`src/hw/rtl/assert_macros.svh`:
```
// Assertion macros shared by the scheduler RTL.
`ifndef ASSERT_MACROS_SVH
`define ASSERT_MACROS_SVH

// Check that a condition implies an expression in the same cycle.
`define TPSB_ASSERT_IMP(name, clk, rst_n, cond, expr, msg) \
    name: assert property (@(posedge clk) disable iff (!rst_n) (cond) |-> (expr)) \
        else $error(msg);

// Check that a condition implies an expression in the next cycle.
`define TPSB_ASSERT_NXT(name, clk, rst_n, cond, expr, msg) \
    name: assert property (@(posedge clk) disable iff (!rst_n) (cond) |=> (expr)) \
        else $error(msg);

`endif

```
`src/hw/rtl/tpsb_pkg.sv`:
```
// Types and constants of the tiered poll scheduler with timeout breaker.
`timescale 1ns / 1ps
`default_nettype none

package tpsb_pkg;

    // Event codes carried by the op field
    typedef enum logic [2:0] {
        OP_TICK      = 3'd0,
        OP_RESULT    = 3'd1,
        OP_FG_REPORT = 3'd2,
        OP_SUSPEND   = 3'd3,
        OP_KICK      = 3'd4
    } t_op;

    // Breaker health levels
    typedef enum logic [1:0] {
        HEALTH_OK       = 2'd0,
        HEALTH_DEGRADED = 2'd1,
        HEALTH_DEAD     = 2'd2
    } t_health;

    // Configuration register indexes
    localparam logic [2:0] CFG_IDLE_IV   = 3'd0;
    localparam logic [2:0] CFG_ACTIVE_IV = 3'd1;
    localparam logic [2:0] CFG_SIGNAL_IV = 3'd2;
    localparam logic [2:0] CFG_CELL_IV   = 3'd3;
    localparam logic [2:0] CFG_SCALE     = 3'd4;
    localparam logic [2:0] CFG_ENABLE    = 3'd5;

    // Configuration reset values
    localparam logic [15:0] RST_IDLE_IV   = 16'd15000;
    localparam logic [15:0] RST_ACTIVE_IV = 16'd5000;
    localparam logic [15:0] RST_SIGNAL_IV = 16'd10000;
    localparam logic [15:0] RST_CELL_IV   = 16'd10000;
    localparam logic [4:0]  RST_SCALE     = 5'd1;

    // Speed factors
    localparam logic [2:0] SPEED_ONE  = 3'd1;
    localparam logic [2:0] SPEED_TWO  = 3'd2;
    localparam logic [2:0] SPEED_FOUR = 3'd4;

    // Timing and breaker constants
    localparam int unsigned HOLD_MS        = 30000;
    localparam int unsigned DEFAULT_GAP_MS = 1000;
    localparam int unsigned SEC_MS         = 1000;
    localparam int unsigned SOFT_HOLD_MS   = 60000;
    localparam int unsigned BUSY_DEPTH     = 3;
    localparam logic [7:0]  SOFT_LIMIT     = 8'd3;
    localparam logic [7:0]  HARD_LIMIT     = 8'd10;
    localparam logic [7:0]  RUN_MAX        = 8'd255;
    localparam int unsigned JIT_BASE       = 8000;
    localparam int unsigned DIV_CONST      = 10000;

    // Datapath widths of the shared multiplier and the divider
    localparam int unsigned MUL_A_W   = 21;
    localparam int unsigned MUL_B_W   = 17;
    localparam int unsigned PROD_W    = 38;
    localparam int unsigned DIV_RADIX = 5;
    localparam int unsigned DIV_STEPS = 5;
    localparam int unsigned QUO_W     = DIV_RADIX * DIV_STEPS;
    localparam int unsigned REM_W     = 14;
    localparam int unsigned TRIAL_W   = REM_W + 1;
    localparam int unsigned IV_W      = QUO_W + 2;
    localparam int unsigned SUSP_W    = 26;
    localparam int unsigned CNT_W     = 3;

endpackage

`default_nettype wire

```
`src/hw/rtl/tiered_poll_scheduler_breaker.sv`:
```
// Top level of the tiered poll scheduler with timeout circuit breaker.
//
// Input channel: i_valid with o_stall; an event is taken when i_valid is high
// and o_stall is low. o_stall is high while an event is being worked on.
// Output channel: o_valid with i_stall; one result per event, held in an
// output register until the receiver drops i_stall. The next event may be
// taken while a result still waits there.
// Configuration: i_cfg_we, i_cfg_index, i_cfg_data; write only when idle.
// Non-tick events pass through S_PREP, S_EXEC and S_DONE. A tick passes S_FG
// and, when polling runs, per tier S_CHECK, followed by S_UPDATE when due with
// a zero base, or by S_MUL1, S_MUL2, S_DIV and S_UPDATE when due with an
// interval to compute, and ends in S_DONE. The input is free again in the same
// cycle as the result is loaded into the output register.
// The interval of each due tier goes through one shared 21x17 multiplier
// twice, then a divide by 10000 that resolves 5 quotient bits a cycle.
// Results wait in the output register while i_stall is high; a finished event
// then holds in its last state until the register frees up.
// Reset (synchronous, active low) restores the configuration defaults, clears
// all tier due times and the breaker, and leaves the block idle.
`timescale 1ns / 1ps
`default_nettype none
`include "assert_macros.svh"

module tiered_poll_scheduler_breaker #(
    parameter int unsigned TIME_BITS = 48
) (
    input  wire logic        i_clk,
    input  wire logic        i_rst_n,
    // configuration port
    input  wire logic        i_cfg_we,
    input  wire logic [2:0]  i_cfg_index,
    input  wire logic [15:0] i_cfg_data,
    // event channel
    input  wire logic        i_valid,
    output logic             o_stall,
    input  wire logic [2:0]  i_op,
    input  wire logic [47:0] i_now_ms,
    input  wire logic        i_result_ok,
    input  wire logic        i_result_timeout,
    input  wire logic [7:0]  i_queue_depth,
    input  wire logic [15:0] i_suspend_seconds,
    input  wire logic [13:0] i_jitter_zero,
    input  wire logic [13:0] i_jitter_one,
    input  wire logic [13:0] i_jitter_two,
    input  wire logic        i_link_found,
    // result channel
    output logic             o_valid,
    input  wire logic        i_stall,
    output logic [2:0]       o_fire_mask,
    output logic [2:0]       o_skip_mask,
    output logic [1:0]       o_health,
    output logic [2:0]       o_slow_factor,
    output logic             o_in_foreground,
    output logic             o_is_suspended
);

    import tpsb_pkg::*;

    typedef enum logic [3:0] {
        S_IDLE,
        S_PREP,
        S_EXEC,
        S_FG,
        S_CHECK,
        S_MUL1,
        S_MUL2,
        S_DIV,
        S_UPDATE,
        S_DONE
    } t_state;

    typedef logic [TIME_BITS-1:0] t_time;

    // Configuration registers
    logic [15:0] r_cfg_idle_iv;
    logic [15:0] r_cfg_active_iv;
    logic [15:0] r_cfg_signal_iv;
    logic [15:0] r_cfg_cell_iv;
    logic [4:0]  r_cfg_scale;
    logic        r_cfg_enable;

    // Scheduler and breaker state
    t_state      r_state;
    t_time       r_due [0:2];
    logic [7:0]  r_run;
    t_health     r_health;
    logic [2:0]  r_speed;
    t_time       r_susp_end;
    t_time       r_last_act;
    logic        r_fg;

    // Latched event payload
    logic [2:0]  r_op;
    t_time       r_now;
    logic        r_ok;
    logic        r_tmo;
    logic [7:0]  r_qdepth;
    logic [15:0] r_secs;
    logic [13:0] r_jit0;
    logic [13:0] r_jit1;
    logic [13:0] r_jit2;
    logic        r_link;

    // Sequencer working registers
    logic [1:0]        r_tier;
    logic [CNT_W-1:0]  r_cnt;
    logic [PROD_W-1:0] r_acc;
    logic [REM_W-1:0]  r_rem;
    logic [2:0]        r_fire;
    logic [2:0]        r_skip;

    // Output register
    logic        r_o_valid;
    logic [2:0]  r_o_fire;
    logic [2:0]  r_o_skip;
    logic [1:0]  r_o_health;
    logic [2:0]  r_o_speed;
    logic        r_o_fg;
    logic        r_o_susp;

    // Combinational helpers
    logic               accept;
    logic [15:0]        act_iv;
    logic [15:0]        idle_iv;
    logic [15:0]        base_iv;
    logic [13:0]        jit;
    logic [MUL_B_W-1:0] jit_mult;
    logic [4:0]         sc_eff;
    logic               tier_on;
    logic               tier_due;
    logic [MUL_A_W-1:0] mul_a;
    logic [MUL_B_W-1:0] mul_b;
    logic [PROD_W-1:0]  mul_p;
    logic [REM_W-1:0]   n_div_rem;
    logic [QUO_W-1:0]   n_div_quo;
    logic [IV_W-1:0]    iv;
    logic [IV_W-1:0]    gap;
    logic               busy;
    t_time              n_due;
    t_time              fg_diff;
    logic               n_fg;
    logic               blocked;
    logic [SUSP_W-1:0]  susp_amt;
    t_time              n_susp_end;
    logic [7:0]         run_inc;

    // Terms for the checks at the end
    logic               pair_ok;
    logic               res_skip;
    logic               no_fire;
    logic               res_poll;
    logic               res_awake;

    assign accept  = i_valid && !o_stall;
    assign o_stall = (r_state != S_IDLE);

    // Configuration writes
    always_ff @(posedge i_clk) begin
        if (!i_rst_n) begin
            r_cfg_idle_iv   <= RST_IDLE_IV;
            r_cfg_active_iv <= RST_ACTIVE_IV;
            r_cfg_signal_iv <= RST_SIGNAL_IV;
            r_cfg_cell_iv   <= RST_CELL_IV;
            r_cfg_scale     <= RST_SCALE;
            r_cfg_enable    <= 1'b1;
        end else if (i_cfg_we) begin
            case (i_cfg_index)
                CFG_IDLE_IV:   r_cfg_idle_iv   <= i_cfg_data;
                CFG_ACTIVE_IV: r_cfg_active_iv <= i_cfg_data;
                CFG_SIGNAL_IV: r_cfg_signal_iv <= i_cfg_data;
                CFG_CELL_IV:   r_cfg_cell_iv   <= i_cfg_data;
                CFG_SCALE:     r_cfg_scale     <= i_cfg_data[4:0];
                CFG_ENABLE:    r_cfg_enable    <= i_cfg_data[0];
                default: ;
            endcase
        end
    end

    // Select the intervals and jitter of the current tier
    always_comb begin
        case (r_tier)
            2'd0: begin
                act_iv  = r_cfg_active_iv;
                idle_iv = r_cfg_idle_iv;
                jit     = r_jit0;
            end
            2'd1: begin
                act_iv  = r_cfg_signal_iv;
                idle_iv = '0;
                jit     = r_jit1;
            end
            default: begin
                act_iv  = r_cfg_cell_iv;
                idle_iv = '0;
                jit     = r_jit2;
            end
        endcase
    end

    assign base_iv  = (r_fg && act_iv != '0) ? act_iv : idle_iv;
    assign tier_on  = (idle_iv != '0 || act_iv != '0) && (r_tier == 2'd0 || r_fg);
    assign tier_due = (r_now >= r_due[r_tier]);
    assign jit_mult = MUL_B_W'(JIT_BASE) + MUL_B_W'({jit, 2'b00});
    assign sc_eff   = (r_cfg_scale == '0) ? 5'd1 : r_cfg_scale;
    assign busy     = (r_qdepth >= 8'(BUSY_DEPTH));

    // Shared multiplier: base times scale, then times jitter factor, or seconds
    always_comb begin
        case (r_state)
            S_MUL1: begin
                mul_a = MUL_A_W'(base_iv);
                mul_b = MUL_B_W'(sc_eff);
            end
            S_MUL2: begin
                mul_a = r_acc[MUL_A_W-1:0];
                mul_b = jit_mult;
            end
            default: begin
                mul_a = MUL_A_W'(r_secs);
                mul_b = MUL_B_W'(SEC_MS);
            end
        endcase
    end

    assign mul_p = PROD_W'(mul_a) * PROD_W'(mul_b);

    // Divide by 10000: resolve DIV_RADIX quotient bits a cycle
    always_comb begin : div_step
        logic [TRIAL_W-1:0] trial;
        n_div_rem = r_rem;
        n_div_quo = r_acc[QUO_W-1:0];
        trial     = '0;
        for (int k = 0; k < DIV_RADIX; k++) begin
            trial     = {n_div_rem, n_div_quo[QUO_W-1]};
            n_div_quo = {n_div_quo[QUO_W-2:0], 1'b0};
            if (trial >= TRIAL_W'(DIV_CONST)) begin
                n_div_rem    = REM_W'(trial - TRIAL_W'(DIV_CONST));
                n_div_quo[0] = 1'b1;
            end else begin
                n_div_rem = trial[REM_W-1:0];
            end
        end
    end

    // Apply the speed factor and pick the re-arm gap
    always_comb begin
        case (r_speed)
            SPEED_TWO:  iv = {1'b0, r_acc[QUO_W-1:0], 1'b0};
            SPEED_FOUR: iv = {r_acc[QUO_W-1:0], 2'b00};
            default:    iv = {2'b00, r_acc[QUO_W-1:0]};
        endcase
        if (iv == '0) begin
            gap = IV_W'(DEFAULT_GAP_MS);
        end else if (busy) begin
            gap = iv >> 1;
        end else begin
            gap = iv;
        end
    end

    assign n_due = r_now + TIME_BITS'(gap);

    // Foreground hold and polling gate
    assign fg_diff = r_now - r_last_act;
    assign n_fg    = (r_last_act != '0) && (fg_diff < TIME_BITS'(HOLD_MS));
    assign blocked = (r_now < r_susp_end) || (r_health == HEALTH_DEAD) || !r_link
                     || !r_cfg_enable;

    // Suspend end time and timeout count
    assign susp_amt   = (r_op == OP_SUSPEND) ? r_acc[SUSP_W-1:0] : SUSP_W'(SOFT_HOLD_MS);
    assign n_susp_end = r_now + TIME_BITS'(susp_amt);
    assign run_inc    = (r_run == RUN_MAX) ? r_run : r_run + 8'd1;

    // Sequencer, state and output register
    always_ff @(posedge i_clk) begin
        if (!i_rst_n) begin
            r_state    <= S_IDLE;
            for (int t = 0; t < 3; t++) begin
                r_due[t] <= '0;
            end
            r_run      <= '0;
            r_health   <= HEALTH_OK;
            r_speed    <= SPEED_ONE;
            r_susp_end <= '0;
            r_last_act <= '0;
            r_fg       <= 1'b0;
            r_tier     <= '0;
            r_cnt      <= '0;
            r_fire     <= '0;
            r_skip     <= '0;
            r_o_valid  <= 1'b0;
        end else begin
            // drop the result once taken, unless a finished event reloads it
            if (r_o_valid && !i_stall && r_state != S_DONE) begin
                r_o_valid <= 1'b0;
            end

            case (r_state)
                S_IDLE: begin
                    if (accept) begin
                        r_op     <= i_op;
                        r_now    <= TIME_BITS'(i_now_ms);
                        r_ok     <= i_result_ok;
                        r_tmo    <= i_result_timeout;
                        r_qdepth <= i_queue_depth;
                        r_secs   <= i_suspend_seconds;
                        r_jit0   <= i_jitter_zero;
                        r_jit1   <= i_jitter_one;
                        r_jit2   <= i_jitter_two;
                        r_link   <= i_link_found;
                        r_fire   <= '0;
                        r_skip   <= '0;
                        r_state  <= (i_op == OP_TICK) ? S_FG : S_PREP;
                    end
                end

                S_PREP: begin
                    // seconds to milliseconds for a suspend
                    r_acc   <= mul_p;
                    r_state <= S_EXEC;
                end

                S_EXEC: begin
                    case (r_op)
                        OP_RESULT: begin
                            if (r_ok) begin
                                r_run    <= '0;
                                r_health <= HEALTH_OK;
                                if (r_speed != SPEED_ONE) begin
                                    r_speed <= SPEED_ONE;
                                    for (int t = 0; t < 3; t++) begin
                                        if (r_due[t] > r_now) begin
                                            r_due[t] <= r_now;
                                        end
                                    end
                                end
                            end else if (r_tmo) begin
                                r_run <= run_inc;
                                if (run_inc == SOFT_LIMIT && r_health == HEALTH_OK) begin
                                    r_health   <= HEALTH_DEGRADED;
                                    r_speed    <= SPEED_TWO;
                                    r_susp_end <= n_susp_end;
                                    for (int t = 0; t < 3; t++) begin
                                        r_due[t] <= n_susp_end;
                                    end
                                end else if (run_inc >= HARD_LIMIT
                                             && r_health != HEALTH_DEAD) begin
                                    r_health <= HEALTH_DEAD;
                                    r_speed  <= SPEED_FOUR;
                                end
                            end
                        end
                        OP_FG_REPORT: begin
                            r_last_act <= r_now;
                        end
                        OP_SUSPEND: begin
                            r_susp_end <= n_susp_end;
                            for (int t = 0; t < 3; t++) begin
                                r_due[t] <= n_susp_end;
                            end
                        end
                        OP_KICK: begin
                            for (int t = 0; t < 3; t++) begin
                                if (r_due[t] > r_now) begin
                                    r_due[t] <= r_now;
                                end
                            end
                        end
                        default: ;
                    endcase
                    r_state <= S_DONE;
                end

                S_FG: begin
                    r_fg   <= n_fg;
                    r_tier <= '0;
                    // the gate does not depend on the foreground flag
                    r_state <= blocked ? S_DONE : S_CHECK;
                end

                S_CHECK: begin
                    if (tier_on && tier_due) begin
                        if (base_iv == '0) begin
                            r_acc   <= '0;
                            r_state <= S_UPDATE;
                        end else begin
                            r_state <= S_MUL1;
                        end
                    end else if (r_tier == 2'd2) begin
                        r_state <= S_DONE;
                    end else begin
                        r_tier <= r_tier + 2'd1;
                    end
                end

                S_MUL1: begin
                    r_acc   <= mul_p;
                    r_state <= S_MUL2;
                end

                S_MUL2: begin
                    r_acc   <= mul_p;
                    r_rem   <= REM_W'(mul_p[PROD_W-1:QUO_W]);
                    r_cnt   <= '0;
                    r_state <= S_DIV;
                end

                S_DIV: begin
                    r_acc[QUO_W-1:0] <= n_div_quo;
                    r_rem            <= n_div_rem;
                    r_cnt            <= r_cnt + CNT_W'(1);
                    if (r_cnt == CNT_W'(DIV_STEPS - 1)) begin
                        r_state <= S_UPDATE;
                    end
                end

                S_UPDATE: begin
                    // re-arm the tier and record fire or skip
                    r_due[r_tier] <= n_due;
                    if (busy) begin
                        r_skip[r_tier] <= 1'b1;
                    end else begin
                        r_fire[r_tier] <= 1'b1;
                    end
                    if (r_tier == 2'd2) begin
                        r_state <= S_DONE;
                    end else begin
                        r_tier  <= r_tier + 2'd1;
                        r_state <= S_CHECK;
                    end
                end

                S_DONE: begin
                    // hold until the output register is free
                    if (!r_o_valid || !i_stall) begin
                        r_o_valid  <= 1'b1;
                        r_o_fire   <= r_fire;
                        r_o_skip   <= r_skip;
                        r_o_health <= r_health;
                        r_o_speed  <= r_speed;
                        r_o_fg     <= r_fg;
                        r_o_susp   <= (r_now < r_susp_end);
                        r_state    <= S_IDLE;
                    end
                end

                default: r_state <= S_IDLE;
            endcase
        end
    end

    assign o_valid         = r_o_valid;
    assign o_fire_mask     = r_o_fire;
    assign o_skip_mask     = r_o_skip;
    assign o_health        = r_o_health;
    assign o_slow_factor   = r_o_speed;
    assign o_in_foreground = r_o_fg;
    assign o_is_suspended  = r_o_susp;

    // Gather the checked conditions
    assign pair_ok   = (r_health == HEALTH_OK && r_speed == SPEED_ONE)
                       || (r_health == HEALTH_DEGRADED && r_speed == SPEED_TWO)
                       || (r_health == HEALTH_DEAD && r_speed == SPEED_FOUR);
    assign res_skip  = o_valid && (o_skip_mask != 3'b000);
    assign no_fire   = (o_fire_mask == 3'b000);
    assign res_poll  = o_valid && (o_fire_mask != 3'b000 || o_skip_mask != 3'b000);
    assign res_awake = !o_is_suspended && (o_health != HEALTH_DEAD);

    // Breaker level and speed factor move together
    `TPSB_ASSERT_IMP(a_health_speed, i_clk, i_rst_n, 1'b1, pair_ok, "level and speed disagree")

    // One queue depth per tick: a skip excludes any fire
    `TPSB_ASSERT_IMP(a_skip_excl_fire, i_clk, i_rst_n, res_skip, no_fire, "fired and skipped")

    // Tiers only run while awake and alive
    `TPSB_ASSERT_IMP(a_poll_awake, i_clk, i_rst_n, res_poll, res_awake, "polled while held")

    // An accepted event holds off the next one
    `TPSB_ASSERT_NXT(a_accept_busy, i_clk, i_rst_n, accept, o_stall, "no busy after accept")

endmodule

`default_nettype wire

```
`config.mk`:
```
export PLATFORM = sky130hd
export DESIGN_NAME = tiered_poll_scheduler_breaker
export DESIGN_NICKNAME = d
export VERILOG_FILES = /design/src/hw/rtl/tpsb_pkg.sv /design/src/hw/rtl/tiered_poll_scheduler_breaker.sv
export VERILOG_INCLUDE_DIRS = /design/src /design/src/hw/rtl
export SDC_FILE = /design/constraint.sdc
export NUM_CORES = 2
export LEC_CHECK = 0
export BUFFER_PORTS_ARGS = -buffer_cell sky130_fd_sc_hd__buf_2
export CAP_MARGIN = 20
export CORE_MARGIN = 5
export CORE_UTILIZATION = 60
export CTS_BUF_LIST = sky130_fd_sc_hd__clkbuf_4 sky130_fd_sc_hd__clkbuf_8
export DETAILED_ROUTE_END_ITERATION = 8
export GPL_TIMING_DRIVEN = 0
export PLACE_DENSITY = 0.77
export SLEW_MARGIN = 5
export SYNTH_ARGS = -nofsm -noshare
export SYNTH_HDL_FRONTEND = slang
export SYNTH_SLANG_ARGS = --single-unit
export TNS_END_PERCENT = 50
```
`constraint.sdc`:
```
create_clock -name i_clk -period 12.3 [get_ports i_clk]
set_clock_uncertainty 0.1 [all_clocks]
set_input_delay 1.23 -clock i_clk [delete_from_list [all_inputs] [get_ports i_clk]]
set_output_delay 1.23 -clock i_clk [all_outputs]
set_load 0.02 [all_outputs]
```
**Word level (Yosys, flattened, before mapping)**

Memory sizes are Yosys's and may differ from the RTL's. A register that Yosys moved wholly into a read port is not among the register bits.
Cells that the tools add are included.

- Flip-flop bits (word level): 369
- RAM bits: 144
- Input port bits: 144
- Output and inout port bits: 15
- Logic and storage cells: 316
- Memories kept: 1

- Add/sub/neg operators: 12
- $mul: 1
- $lt $le $gt $ge: 15
- Equal/unequal tests: 42
- Mux-type cells: 131
- Bitwise gates (word level): 14
- Reductions and logical operators: 63

Memories:

| name | depth | width | rd ports | clocked after memory_dff | write ports | RTL line | RTL |
|---|---|---|---|---|---|---|---|
| r_due | 3 | 48 | 4 | 1 | 3 | tiered_poll_scheduler_breaker.sv:84 | `t_time r_due [0:2];` |

Operators with widths:

| kind | number |
|---|---|
| 48-bit 2-to-1 mux | 16 |
| 48-bit > comparator | 3 |
| 48-bit case mux with 2 select lines | 1 |
| 26-bit 2-to-1 mux | 3 |
| 15-bit by 14-bit >= comparator with 1-bit output, second input constant | 5 |
| 25-bit case mux with 3 select lines | 1 |
| 14-bit 2-to-1 mux | 5 |
| 14-bit subtractor, second input constant | 5 |
| 1-bit 2-to-1 mux | 58 |
| 14-bit case mux with 2 select lines | 2 |
| 27-bit 2-to-1 mux | 2 |
| 27-bit case mux with 2 select lines | 1 |
| 48-bit by 26-bit adder with 48-bit output | 1 |
| 48-bit by 27-bit adder with 48-bit output | 1 |
| 48-bit >= comparator | 1 |
| 48-bit by 15-bit less-than comparator with 1-bit output, second input constant | 1 |
| 48-bit less-than comparator | 1 |
| 48-bit nonzero test | 1 |
| 48-bit OR reduction | 1 |
| 48-bit subtractor | 1 |
| 21-bit case mux with 2 select lines | 1 |
| 4-bit case mux with 10 select lines | 1 |
| 21-bit by 17-bit multiplier with 38-bit output | 1 |
| 17-bit case mux with 2 select lines | 1 |
| 55 further kinds | 164 |

**Logic depth before layout (Yosys ltp)**

- Word-level depth: 15
- Depth in mapped cells: 46
- Gate-level depth less buffers: 41

**Least setup slack after synthesis**

OpenSTA, ideal clock, no wires.

- Path kind: register to register
- Start: register r_tier[1]
- End: register r_rem[12], data pin
- Library setup time: 0.261 ns
- Arrival time: 9.439 ns
- Required time: 11.939 ns
- Setup slack: 2.500 ns
- Stages on the path, launching flop included: 45
- Buffers on the path: 5
- Clock period less this slack: 9.800 ns
- Path through: dfxtp_1 > inv_1 > ha_1 > clkbuf_1 > nor2_1 > clkbuf_1 > nand2_1 > nand2_1 > or4_1 > or4_1 > nand2_1 > clkbuf_1 > clkbuf_1 > nand3_1 > o21ai_0 > a21o_1 > clkbuf_1 > nand2_1 > [... 9 more ...] > fa_1 > inv_1 > ha_1 > a21oi_1 > nor2b_1 > o21ai_0 > nand2b_1 > or3_1 > a211oi_1 > nor2_1 > and4_1 > nor2_1 > a21oi_1 > a41o_1 > o41ai_1 > o21ai_0 > mux2i_1 > a211oi_1

- Cells in the longest elaborated chain, start to end: 8
- Elaborated cells on any way between the ends: 13
- Classes of those cells: add/sub: 1; mul: 1; eq/ne: 1; mux: 7; reduce/logical: 3

Ends and longest elaborated chain:

| element | RTL line | RTL |
|---|---|---|
| from (decl) | tiered_poll_scheduler_breaker.sv:105 | `logic [1:0] r_tier;` |
| from (signal assigned) | tiered_poll_scheduler_breaker.sv:392 | `r_tier <= r_tier + 2'd1;` |
| from (signal assigned) | tiered_poll_scheduler_breaker.sv:428 | `r_tier <= r_tier + 2'd1;` |
| branches (longest 6 deep; another with 13-bit by 16-bit adder with 17-bit output) | n/a |  |
| 21-bit by 17-bit multiplier with 38-bit output * | tiered_poll_scheduler_breaker.sv:225 | `assign mul_p = PROD_W'(mul_a) * PROD_W'(mul_b);` |
| 14-bit case mux with 2 select lines * | tiered_poll_scheduler_breaker.sv:298 | `case (r_state)` |
| to (signal assigned) | tiered_poll_scheduler_breaker.sv:403 | `r_rem <= REM_W'(mul_p[PROD_W-1:QUO_W]);` |
| to (signal assigned) | tiered_poll_scheduler_breaker.sv:410 | `r_rem <= n_div_rem;` |
| to (decl) | tiered_poll_scheduler_breaker.sv:108 | `logic [REM_W-1:0] r_rem;` |

Mark *: on every way between the ends.
A chain may end at the register's enable or synchronous reset.

**Worst setup path after layout**

- Start: register r_tier[0]
- End: register r_rem[12], data pin

Same word-level chain as after synthesis.

==> insert_results.sql <==
INSERT INTO impl_metrics (metric_group, metric, value, unit) VALUES
('run_status', 'status', 'complete, no violations', ''),
('global_routing', 'overflow_left_after_global_routing', '0', ''),
('power', 'cell_internal_pwr', '0.00800', 'W'),
('placed_design', 'placed_instance_area', '51500', 'um2'),
('timing', 'rsz0062_at_grt', 'no', ''),
('global_routing', 'grtUsageMet1', '44.2', '%'),
('global_routing', 'grt.total_usage', '36.4', '%'),
('power', 'powerDensity', '305', 'nW/um2'),
('cells_and_area', 'area_growth', '9.08', '%'),
('synthesis', 'post_synth_instance_area', '49200', 'um2'),
('global_routing', 'grt_pass1_vias', '42600', ''),
('timing', 'worstMarginPinSlew', '1.17', 'ns'),
('power', 'seq_power_share', '16.5', '%'),
('placed_design', 'placement.io_buffers', '157', ''),
('cts', 'clock_tree_from_tritoncts', 'done', ''),
('cells_and_area', 'layout.filler_cells', '6843', ''),
('setup_path', 'beginning_of_the_worst_register_to_register_path', 'r_tier[0]', ''),
('timing', 'finalHoldViolations', '0', ''),
('timing', 'timing.final.crit_share', '96.6', '%'),
('cts', 'clockRootBuffer', 'sky130_fd_sc_hd__clkbuf_8', ''),
('setup_path', 'r2r-end', 'r_rem[12]', ''),
('placed_design', 'gp_congestion', '1.05', ''),
('worst_hold_path', 'worstHoldStart', 'r_skip[2]', ''),
('detailed_routing', 'drtPass1Iterations', '6', ''),
('power', 'switching_share', '51.1', '%'),
('cts', 'clock-sinks', '563', ''),
('setup_path', 'crit_path_dat', '12.33', 'ns'),
('synthesis', 'synth_sequential_area_ratio', '30.4', '%'),
('cells_and_area', 'final-seq-area', '14900', 'um2'),
('worst_hold_path', 'whs_path_cells', '0', ''),
('setup_path', 'setup.worst_path.end_class', 'register', ''),
('floorplanning', 'row_count', '105', ''),
('detailed_routing', 'route.vias.total', '42400', ''),
('timing', 'max_freq', '84.2', 'MHz'),
('global_routing', 'met3_capacity_usage_during_global_routing', '6.24', '%'),
('cells_and_area', 'layout.cells.most_common', 'sky130_fd_sc_hd__nand2_1', ''),
('setup_path', 'max_stage_delay', '0.55', 'ns'),
('global_routing', 'globalRouteMet2Util', '60.1', '%'),
('cts', 'cts_max_path_buffers', '3', ''),
('synthesis', 'synth_top_cell_area_share', '22.3', '%'),
('timing', 'period_minus_slack', '11.88', 'ns'),
('placed_design', 'worst_setup_slack_after_placement', '0.157', 'ns'),
('detailed_routing', 'wirelength', '160000', 'um'),
('setup_path', 'crit_path_start_kind', 'register', ''),
('cts', 'insertion_delay', '0.74', 'ns'),
('global_routing', 'grt_max_degree', '49', ''),
('placed_design', 'detailedPlacementHpwl', '126000', 'um'),
('floorplanning', 'core', '81700', 'um2'),
('synthesis', 'yosys_warnings', '0', ''),
('synthesis', 'synthArstFlopShare', '0', '%'),
('synthesis', 'synth_flop_cell', 'sky130_fd_sc_hd__edfxtp_1', ''),
('cts', 'cts-htree-levels', '3', ''),
('cts', 'cts.reportedPaths.clkPinSlew', '0.07', 'ns'),
('cells_and_area', 'finish.instance_area', '53600', 'um2'),
('synthesis', 'top_area_cells_in_the_synthesized_netlist', 'sky130_fd_sc_hd__edfxtp_1 22%, sky130_fd_sc_hd__ha_1 12%, sky130_fd_sc_hd__fa_1 12%, sky130_fd_sc_hd__dfxtp_1 8.1%, sky130_fd_sc_hd__nand2_1 5.7%', ''),
('timing', 'final_report_max_slew_violation_count', '0', ''),
('detailed_routing', 'wire_per_inst', '23.3', 'um'),
('synthesis', 'ys_seq_elements', '563', ''),
('power', 'clockPowerShare', '11.1', '%'),
('synthesis', 'synth-edff-count', '365', ''),
('cts', 'cts.hold.buffers_added', '0', ''),
('setup_path', 'cp.required', '12.75', 'ns'),
('setup_path', 'r2r.worst_path.cells', '43', ''),
('floorplanning', 'fp.dieH', '296', 'um'),
('setup_path', 'crit_slowest_cell', 'sky130_fd_sc_hd__or4_1', ''),
('cells_and_area', 'multiInputGateArea', '30900', 'um2'),
('job', 'drv.max_cap_violation_count', '0', ''),
('worst_hold_path', 'timing.hold.worst_endpoint', 'o_skip_mask[2]', ''),
('cells_and_area', 'commonest_cells_after_routing_fill_and_taps_aside', '745 x sky130_fd_sc_hd__nand2_1, 653 x sky130_fd_sc_hd__inv_1, 464 x sky130_fd_sc_hd__ha_1', ''),
('timing', 'setup_violations', '0', ''),
('timing', 'relSlewSlack', '21.8', '%');
[cell usage after synthesis (72+ instances only)]
| library cell | instances |
|---|---|
| sky130_fd_sc_hd__edfxtp_1 | 365 |
| sky130_fd_sc_hd__xnor2_1 | 128 |
| sky130_fd_sc_hd__nor2_1 | 356 |
| sky130_fd_sc_hd__a21oi_1 | 305 |
| sky130_fd_sc_hd__o21ai_0 | 252 |
| sky130_fd_sc_hd__ha_1 | 465 |
| sky130_fd_sc_hd__nand4_1 | 78 |
| sky130_fd_sc_hd__nand3_1 | 113 |
| sky130_fd_sc_hd__a21o_1 | 144 |
| sky130_fd_sc_hd__clkbuf_1 | 199 |
| sky130_fd_sc_hd__fa_1 | 286 |
| sky130_fd_sc_hd__inv_1 | 653 |
| sky130_fd_sc_hd__nor3_1 | 72 |
| sky130_fd_sc_hd__a21boi_0 | 106 |
| sky130_fd_sc_hd__dfxtp_1 | 198 |
| sky130_fd_sc_hd__nand2_1 | 745 |
[worst max path at each step]
stage,from,endpoint,slack [ns],cells after the start
after floorplan,r_tier[1],r_rem[12],2.50,44
after global placement,r_tier[1],r_rem[12],0.26,44
after detailed placement,r_tier[1],r_rem[12],0.16,44
after CTS,r_tier[1],r_rem[12],0.12,44
after global routing,r_tier[0],r_rem[12],0.001,43
final,r_tier[0],r_rem[12],0.42,43
[state kept, by name (all words and copies together) (netlist names), 26 cells and up, named ones only]
signal,count
r_now,48
r_acc,26
r_last_act,48
r_susp_end,48
r_due,192
[kinds of logic (layout without fill, tap and decap cells)]
| group | after synthesis | in the layout | share of synthesized area [%] |
|---|---|---|---|
| simple gates | 1762 | 1762 | 16.6 |
| compound gates | 1202 | 1202 | 16.3 |
| buf+inv | 890 | 1237 | 6.93 |
| fa+ha+maj | 752 | 752 | 23.5 |
| flops | 563 | 563 | 30.4 |
| xor+xnor | 171 | 171 | 3.06 |
| mux | 96 | 96 | 3.20 |
| other cells | 2 | 12 | 0.0153 |
[power groups by stage]
stage / Clock [W] / Sequential, W / Combinational (W)
floorplan: 0 / 0.00256 / 0.00836
finish: 0.00182 / 0.00270 / 0.0118
global placement: 0 / 0.00275 / 0.0113
CTS: 0.00183 / 0.00268 / 0.0117
global route: 0.00192 / 0.00270 / 0.0132
detailed placement: 0 / 0.00272 / 0.0116
[final cells by class]
type / instances / area share [%]
clock buffers: 144 / 3.22
clock inverters: 32 / 0.572
repair buffers: 173 / 1.87
diodes: 2 / 0.00933
multi-input cells: 3993 / 57.6
inverters: 656 / 4.59
flip-flops and latches: 563 / 27.8
well taps: 1070 / 2.50
plain buffers: 232 / 1.75
[metrics by stage]
step / cells / total power, W / hold WS (ns)
after floorplan: 5446 / 0.0109 / 0.309
after global placement: 6673 / 0.0141 / 0.314
after detailed placement: 6686 / 0.0143 / 0.319
after CTS: 6862 / 0.0162 / 0.334
after global routing: 6864 / 0.0178 / 0.344
final: 6865 / 0.0164 / 0.339
[critical path, delay by kind of cell (launching register included)]
kind            cells  cell delay, ns
fa+ha+maj           8            3.89
compound gates     11            2.88
simple gates       12            2.29
buf+inv            11            1.98
flops               1            0.35
mux                 1            0.18
[timing repair]
action / 4_1_cts / 5_1_grt
buffers inserted: 0 / 1
setup endpoints to repair: 0 / 5
hold endpoints to repair: 0 / 0
resized for setup: 0 / 11
[per-layer routing]
| layer | up-vias | wire [um] |
|---|---|---|
| met5 | - | 0 |
| met4 | 0 | 12700 |
| met3 | 630 | 14400 |
| met2 | 2215 | 73800 |
| met1 | 20200 | 59400 |
| li1 | 19400 | - |
(Power assumes the default switching activity.)
